$ cat src/design/fpts_pkg.sv
// package: types and constants for the fixed priority task scheduler
package fpts_pkg;
  localparam int Levels = 8;
  localparam int Slots = 16;
  localparam int LvW = $clog2(Levels);
  localparam int TkW = $clog2(Slots);
  localparam logic [15:0] QuantumReset = 16'd2;

  localparam logic [2:0] OP_PICK = 3'd0;
  localparam logic [2:0] OP_ENQ = 3'd1;
  localparam logic [2:0] OP_DEQ = 3'd2;
  localparam logic [2:0] OP_YIELD = 3'd3;
  localparam logic [2:0] OP_SETP = 3'd4;
  localparam logic [2:0] OP_TICK = 3'd5;

  localparam logic [1:0] ST_OK = 2'd0;
  localparam logic [1:0] ST_INVALID = 2'd1;
  localparam logic [1:0] ST_QUEUED = 2'd2;
  localparam logic [1:0] ST_NOTQ = 2'd3;

  typedef struct packed {
    logic [2:0] opcode;
    logic [3:0] task_id;
    logic [3:0] new_priority;
    logic [3:0] current_task;
    logic current_valid;
    logic [15:0] blocked_mask;
  } in_item_t;

  typedef struct packed {
    logic [1:0] status;
    logic [3:0] picked_task;
    logic picked_valid;
    logic resched_request;
  } out_item_t;
endpackage

$ cat src/design/fixed_priority_task_scheduler_unit.sv
// top level: per-level linked fifos over task slots with a step sequencer
// tick, invalid, queued and not queued requests go from decode straight to the result; enqueue appends first
// pick walks one slot or one empty level per cycle; unlink walks one slot per cycle for
// dequeue, yield and set priority, and yield or set priority then re-append the task
// throughput: one request at a time, busy high until out_valid pulses, receiver cannot stall
// reset: synchronous active low, clears queue flags and loads ticks_r and quantum_r with 2
module fixed_priority_task_scheduler_unit
  import fpts_pkg::*;
(
  input  logic clk,
  input  logic rst_n,
  input  logic start,
  output logic busy,
  input  in_item_t in_item,
  output logic out_valid,
  output out_item_t out_item,
  input  logic cfg_valid,
  output logic cfg_ready,
  input  logic [15:0] cfg_data
);
  typedef enum logic [6:0] {
    S_IDLE = 7'b0000001,
    S_DEC = 7'b0000010,
    S_PICK = 7'b0000100,
    S_UNL = 7'b0001000,
    S_PUT = 7'b0010000,
    S_DONE = 7'b0100000,
    S_OUT = 7'b1000000
  } state_t;

  state_t st_r;
  in_item_t req_r;
  logic [TkW-1:0] head_r [Levels];
  logic [TkW-1:0] tail_r [Levels];
  logic [Levels-1:0] ne_r;
  logic [TkW-1:0] link_r [Slots];
  logic [LvW-1:0] lvl_r [Slots];
  logic [Slots-1:0] q_r;
  logic [15:0] ticks_r, quantum_r;
  out_item_t res_r;
  logic [LvW-1:0] lv_r;    // level being scanned or target level
  logic [TkW-1:0] t_r;     // task being moved
  logic [TkW-1:0] p_r;     // walk pointer
  logic [4:0] n_r;
  logic reload_r;

  assign busy = (st_r != S_IDLE);
  assign cfg_ready = 1'b1;
  assign out_valid = (st_r == S_OUT);
  assign out_item = res_r;

  // highest nonempty level
  logic [LvW-1:0] top_lv;
  logic top_ok;
  always_comb begin
    top_lv = '0;
    top_ok = 1'b0;
    for (int i = 0; i < Levels; i++) begin
      if (ne_r[i]) begin
        top_lv = LvW'(i);
        top_ok = 1'b1;
      end
    end
  end

  logic [TkW-1:0] tsk, cur;
  logic [TkW-1:0] nx;
  assign tsk = req_r.task_id[TkW-1:0];
  assign cur = req_r.current_task[TkW-1:0];
  assign nx = link_r[p_r];

  always_ff @(posedge clk) begin
    if (!rst_n) begin
      st_r <= S_IDLE;
      ne_r <= '0;
      q_r <= '0;
      ticks_r <= QuantumReset;
      quantum_r <= QuantumReset;
    end else begin
      if (cfg_valid) quantum_r <= cfg_data;
      unique case (st_r)
        S_IDLE: begin
          if (start) begin
            req_r <= in_item;
            res_r <= '0;
            st_r <= S_DEC;
          end
        end
        S_DEC: begin
          reload_r <= (req_r.opcode == OP_YIELD);
          unique case (req_r.opcode)
            OP_PICK: begin
              lv_r <= LvW'(Levels - 1);
              p_r <= head_r[Levels-1];
              n_r <= '0;
              st_r <= S_PICK;
            end
            OP_ENQ: begin
              if (q_r[tsk]) begin
                res_r.status <= ST_QUEUED;
                st_r <= S_OUT;
              end else begin
                t_r <= tsk;
                lv_r <= '0;
                st_r <= S_PUT;
              end
            end
            OP_DEQ: begin
              if (!q_r[tsk]) begin
                res_r.status <= ST_NOTQ;
                st_r <= S_OUT;
              end else begin
                t_r <= tsk;
                lv_r <= lvl_r[tsk];
                p_r <= head_r[lvl_r[tsk]];
                n_r <= '0;
                st_r <= S_UNL;
              end
            end
            OP_YIELD: begin
              if (req_r.current_valid && q_r[cur]) begin
                t_r <= cur;
                lv_r <= lvl_r[cur];
                p_r <= head_r[lvl_r[cur]];
                n_r <= '0;
                st_r <= S_UNL;
              end else if (top_ok) begin
                t_r <= head_r[top_lv];
                lv_r <= top_lv;
                p_r <= head_r[top_lv];
                n_r <= '0;
                st_r <= S_UNL;
              end else st_r <= S_OUT;
            end
            OP_SETP: begin
              if (req_r.new_priority >= 4'(Levels)) begin
                res_r.status <= ST_INVALID;
                st_r <= S_OUT;
              end else if (!q_r[tsk]) begin
                res_r.status <= ST_NOTQ;
                st_r <= S_OUT;
              end else if (lvl_r[tsk] != req_r.new_priority[LvW-1:0]) begin
                t_r <= tsk;
                lv_r <= lvl_r[tsk];
                p_r <= head_r[lvl_r[tsk]];
                n_r <= '0;
                st_r <= S_UNL;
              end else st_r <= S_OUT;
            end
            OP_TICK: begin
              if (req_r.current_valid) begin
                if (ticks_r <= 16'd1) begin
                  res_r.resched_request <= 1'b1;
                  ticks_r <= quantum_r;
                end else ticks_r <= ticks_r - 16'd1;
              end
              st_r <= S_OUT;
            end
            default: begin
              res_r.status <= ST_INVALID;
              st_r <= S_OUT;
            end
          endcase
        end
        S_PICK: begin
          // one slot per cycle, then next lower level
          if (!ne_r[lv_r] || p_r == tail_r[lv_r] || n_r == 5'(Slots - 1)
              || !req_r.blocked_mask[p_r]) begin
            if (ne_r[lv_r] && !req_r.blocked_mask[p_r]) begin
              res_r.picked_task <= p_r;
              res_r.picked_valid <= 1'b1;
              st_r <= S_OUT;
            end else if (lv_r == '0) st_r <= S_OUT;
            else begin
              lv_r <= lv_r - 1'b1;
              p_r <= head_r[lv_r - 1'b1];
              n_r <= '0;
            end
          end else begin
            p_r <= nx;
            n_r <= n_r + 5'd1;
          end
        end
        S_UNL: begin
          // unlink t_r from level lv_r, walking predecessors
          q_r[t_r] <= 1'b0;
          if (!ne_r[lv_r]) st_r <= S_DONE;
          else if (head_r[lv_r] == t_r) begin
            if (tail_r[lv_r] == t_r) ne_r[lv_r] <= 1'b0;
            else head_r[lv_r] <= link_r[t_r];
            st_r <= S_DONE;
          end else if (nx == t_r) begin
            link_r[p_r] <= link_r[t_r];
            if (tail_r[lv_r] == t_r) tail_r[lv_r] <= p_r;
            st_r <= S_DONE;
          end else if (p_r == tail_r[lv_r] || n_r == 5'(Slots - 1)) st_r <= S_DONE;
          else begin
            p_r <= nx;
            n_r <= n_r + 5'd1;
          end
        end
        S_DONE: begin
          // choose target level for the re-append
          if (req_r.opcode == OP_DEQ) st_r <= S_OUT;
          else begin
            if (req_r.opcode == OP_SETP) lv_r <= req_r.new_priority[LvW-1:0];
            st_r <= S_PUT;
          end
        end
        S_PUT: begin
          if (ne_r[lv_r]) begin
            link_r[tail_r[lv_r]] <= t_r;
            tail_r[lv_r] <= t_r;
          end else begin
            head_r[lv_r] <= t_r;
            tail_r[lv_r] <= t_r;
            ne_r[lv_r] <= 1'b1;
          end
          lvl_r[t_r] <= lv_r;
          q_r[t_r] <= 1'b1;
          if (reload_r) ticks_r <= quantum_r;
          st_r <= S_OUT;
        end
        S_OUT: st_r <= S_IDLE;
        default: st_r <= S_IDLE;
      endcase
    end
  end

  assert property (@(posedge clk) disable iff (!rst_n) out_valid |=> !out_valid)
    else $error("result strobe longer than one cycle");
  assert property (@(posedge clk) disable iff (!rst_n)
    (start && !busy) |=> busy)
    else $error("request not taken");
  assert property (@(posedge clk) disable iff (!rst_n)
    out_valid && out_item.picked_valid |-> req_r.opcode == OP_PICK)
    else $error("picked_valid outside pick");
endmodule

$ cat config.mk
export PLATFORM = sky130hd
export DESIGN_NAME = fixed_priority_task_scheduler_unit
export DESIGN_NICKNAME = d
export VERILOG_FILES = /design/src/design/fpts_pkg.sv /design/src/design/fixed_priority_task_scheduler_unit.sv
export SDC_FILE = /design/constraint.sdc
export NUM_CORES = 1
export LEC_CHECK = 0
export BUFFER_PORTS_ARGS = -buffer_cell sky130_fd_sc_hd__clkbuf_2
export CAP_MARGIN = 40
export CORE_MARGIN = 10
export CORE_UTILIZATION = 45
export CTS_CLUSTER_DIAMETER = 30
export CTS_CLUSTER_SIZE = 40
export DETAILED_ROUTE_END_ITERATION = 6
export PLACE_DENSITY = 0.68
export SLEW_MARGIN = 10
export SYNTH_ARGS = -nofsm -noshare
export SYNTH_HDL_FRONTEND = slang
export SYNTH_SLANG_ARGS = --single-unit
$ cat constraint.sdc
create_clock -name clk -period 6.2 [get_ports clk]
set_clock_uncertainty 0.15 [all_clocks]
set_input_delay 0.31 -clock clk [delete_from_list [all_inputs] [get_ports clk]]
set_output_delay 0.31 -clock clk [all_outputs]
set_load 0.02 [all_outputs]
==> flow_summary_export.csv <==
group,metric,value,unit
timing,worst_pin_slew,944,ps
clocking,clock_sinks,315,
power_and_ir_drop,switching_power,1.51,mW
hold_path,whs_path_depth,3,
die,coreArea,0.0364,mm²
yosys,seq_area_frac_synth,0.522,
timing,fin_crit,4300,ps
layout,final_core_util,0.547,
drt,post_drt_via_cell_ratio,6.07,
hold_path,holdCritPathClass,"primary input to register",
global_routing,grt_max_degree,58,
global_routing,grt_pass1_wl,71200,µm
drt,drc_errors,0,
yosys,synth_flop_cell,"edfxtp_1",
yosys,synth_top_cell_by_area,"edfxtp_1",
yosys,synthArstFlopShare,0,
placement,dp_hpwl,32100,µm
die,die_area,0.0449,mm²
timing,tns,0,ps
global_routing,grtUsageTotal,0.205,
placement,place_ws,1900,ps
drt,vias,12000,
timing,setup_ws,1900,ps
clocking,cts_inserted_buffers,66,
timing,slew_headroom,0.368,
critical_path,regToRegSetupSlack,1900,ps
die,dieHeight,212,µm
yosys,synthTopCellsByArea,"edfxtp_1 (42%), mux4_2 (11%), dfxtp_1 (9.9%), mux2i_1 (6.4%), nor2_1 (3.0%)",
global_routing,first_global_vias,11900,
timing,final_max_slew_viol_count,0,
global_routing,grt_overflow,0,
layout,layout.cells.most_common,"edfxtp_1",
power_and_ir_drop,power.density,327,mW/mm²
flow_run,drv_cap,0,
critical_path,required,6250,ps
yosys,synth_edf_count,233,
yosys,synthCells,1361,
clocking,clk_pin_slew_worst_paths,50,ps
timing,rsz0062_at_grt,"false",
layout,syn_to_final_growth,20.5,%
critical_path,critPathMaxFanout,12,
critical_path,r2r-end,"link_r[7][1]$_DFFE_PP_",
global_routing,antenna_found_initial,0,
power_and_ir_drop,share_comb_of_total_power,0.079,
placement,io_buffer_count,61,
power_and_ir_drop,power.static_leakage,7.13,nW
die,die_x,212,µm
power_and_ir_drop,pwr-share-seq,0.364,
clocking,clk_latency,570,ps
layout,nets,1521,
critical_path,crit_type,"register to register",
die,initial_core_util,0.454,
critical_path,reg2reg_depth,9,
yosys,synth.avg_cell_area,12.2,µm²
drt,drt-initial-drc-count,1280,
drt,ant_nets,0,
hold_path,hold_end,"st_r[0]$_SDFFE_PN1P_",
timing,finalSetupViolCount,0,
die,io_pins,63,
power_and_ir_drop,p_int,5.01,mW
drt,wirelength,45800,µm
timing,finalHoldViolations,0,
layout,n_antenna_cell,0,
yosys,yosysUniqueCellTypes,93,
drt,drt-wirelength-per-cell,23.1,µm
critical_path,start_kind,"register",
layout,layout_common_cells,"edfxtp_1 (233), nor2_1 (132), nand2_1 (111), mux2i_1 (106)",
timing,max_freq,232,MHz
clocking,tritoncts,"done",
die,rows,70,
power_and_ir_drop,peakVddDrop,0.000263,V
timing,finalCritPeriodShare,0.694,
critical_path,worst_setup_path_end_kind,"register",
power_and_ir_drop,switching_share,0.232,
power_and_ir_drop,clkPwrFrac,0.558,
clocking,cts_root_buf,"clkbuf_16",
yosys,ys_ff_latch,315,
drt,dr.pass1.iters,5,
critical_path,cp.arrival,4350,ps
yosys,synth_top_area_frac,0.423,
placement,gp_congestion,0.941,
run_status,status,"finished, final reports clean",
layout,drive_above_1_share,0.218,
yosys,syn_nets,1419,
yosys,netlist_area,0.0166,mm²
hold_path,min_from,"start",
clocking,cts_max_path_buffers,3,
clocking,htree_levels,3,
yosys,synth_warnings,0,
metrics by stage:
step	hold WS [ps]	power (mW)	cells	cell area, µm²
after floorplan	259	2.76	1361	16600
after global placement	315	2.87	1811	17100
after detailed placement	318	2.88	1814	17100
after CTS	15.2	6.54	1982	19900
after global routing	57.2	6.71	1983	19900
final	41.1	6.52	1983	19900
power groups by stage:
stage | clock (mW) | combinational (mW) | sequential (mW)
after global routing | 3.79 | 0.548 | 2.38
after CTS | 3.67 | 0.503 | 2.37
final | 3.64 | 0.512 | 2.37
after floorplan | 0 | 0.403 | 2.36
after global placement | 0 | 0.457 | 2.41
after detailed placement | 0 | 0.476 | 2.41
layout make-up:
| type | instances | area, µm² |
|---|---|---|
| Fill cell | 2988 | 16500 |
| Multi-Input combinational cell | 933 | 7380 |
| Clock inverter | 42 | 508 |
| Tap cell | 468 | 586 |
| Timing Repair Buffer | 127 | 947 |
| Clock buffer | 78 | 1810 |
| Sequential cell | 315 | 8640 |
| Inverter | 20 | 75.1 |
per-layer routing:
layer,wire [µm],track usage
met1,19200,0.274
met2,21400,0.321
met3,3730,0.0427
met4,1470,0.0831
met5,0,0
worst max-delay path, stage by stage (launching register included):
cell and delay, ps:
dfxtp_1 830, mux4_2 600, mux2i_1 150, mux2i_1 220
xor2_1 200, nor4_1 610, a21oi_1 230, a211oi_1 290
nand2_1 200, nor2_1 430
how the worst max path moves through the flow:
stage | slack [ps] | to | cells past startpoint | start
final | 1900 | link_r[7][1]$_DFFE_PP_ | 9 | register
after global routing | 1660 | link_r[7][1]$_DFFE_PP_ | 9 | register
after CTS | 1890 | link_r[7][1]$_DFFE_PP_ | 9 | register
after detailed placement | 1900 | link_r[7][1]$_DFFE_PP_ | 9 | register
after global placement | 2000 | link_r[7][1]$_DFFE_PP_ | 9 | register
after floorplan | 2770 | register | 10 | lv_r[0]$_DFFE_PP_
synthesized netlist by cell type, types with 6 or more instances:
cell type,number
mux4_2,82
xnor2_1,8
and2_1,8
a31oi_1,8
nand2b_1,12
a22oi_1,13
a211oi_1,16
nand3b_1,6
dfxtp_1,82
edfxtp_1,233
buf_6,9
a221oi_1,8
or3_1,9
nor3_1,38
nor2_1,132
mux2i_1,106
nand3_1,40
clkbuf_1,53
nand2_1,111
nor3b_1,7
mux2_1,8
buf_4,9
and3_1,11
mux2_2,32
buf_2,13
nor2b_1,25
nor4_1,6
nand4_1,11
ha_1,6
o21ai_0,61
xor2_1,14
a21oi_1,62
inv_1,19
kinds of logic (layout without fill, tap and decap cells):
group           Yosys count  in the layout  synth area share
simple gates            446            446             0.131
flops                   315            315             0.522
mux                     234            234             0.210
compound gates          224            224            0.0876
buf+inv                 113            267            0.0331
xor+xnor                 22             22            0.0116
fa+ha+maj                 6              6           0.00453
other cells               1              1          0.000227
repair_timing:
item,in CTS,in global routing
buffers inserted,0,0
endpoints found under the setup margin,0,0
hold buffers,48,0
resized for setup,0,0
hold endpoints to repair,56,0
(Power assumes the default switching activity.)
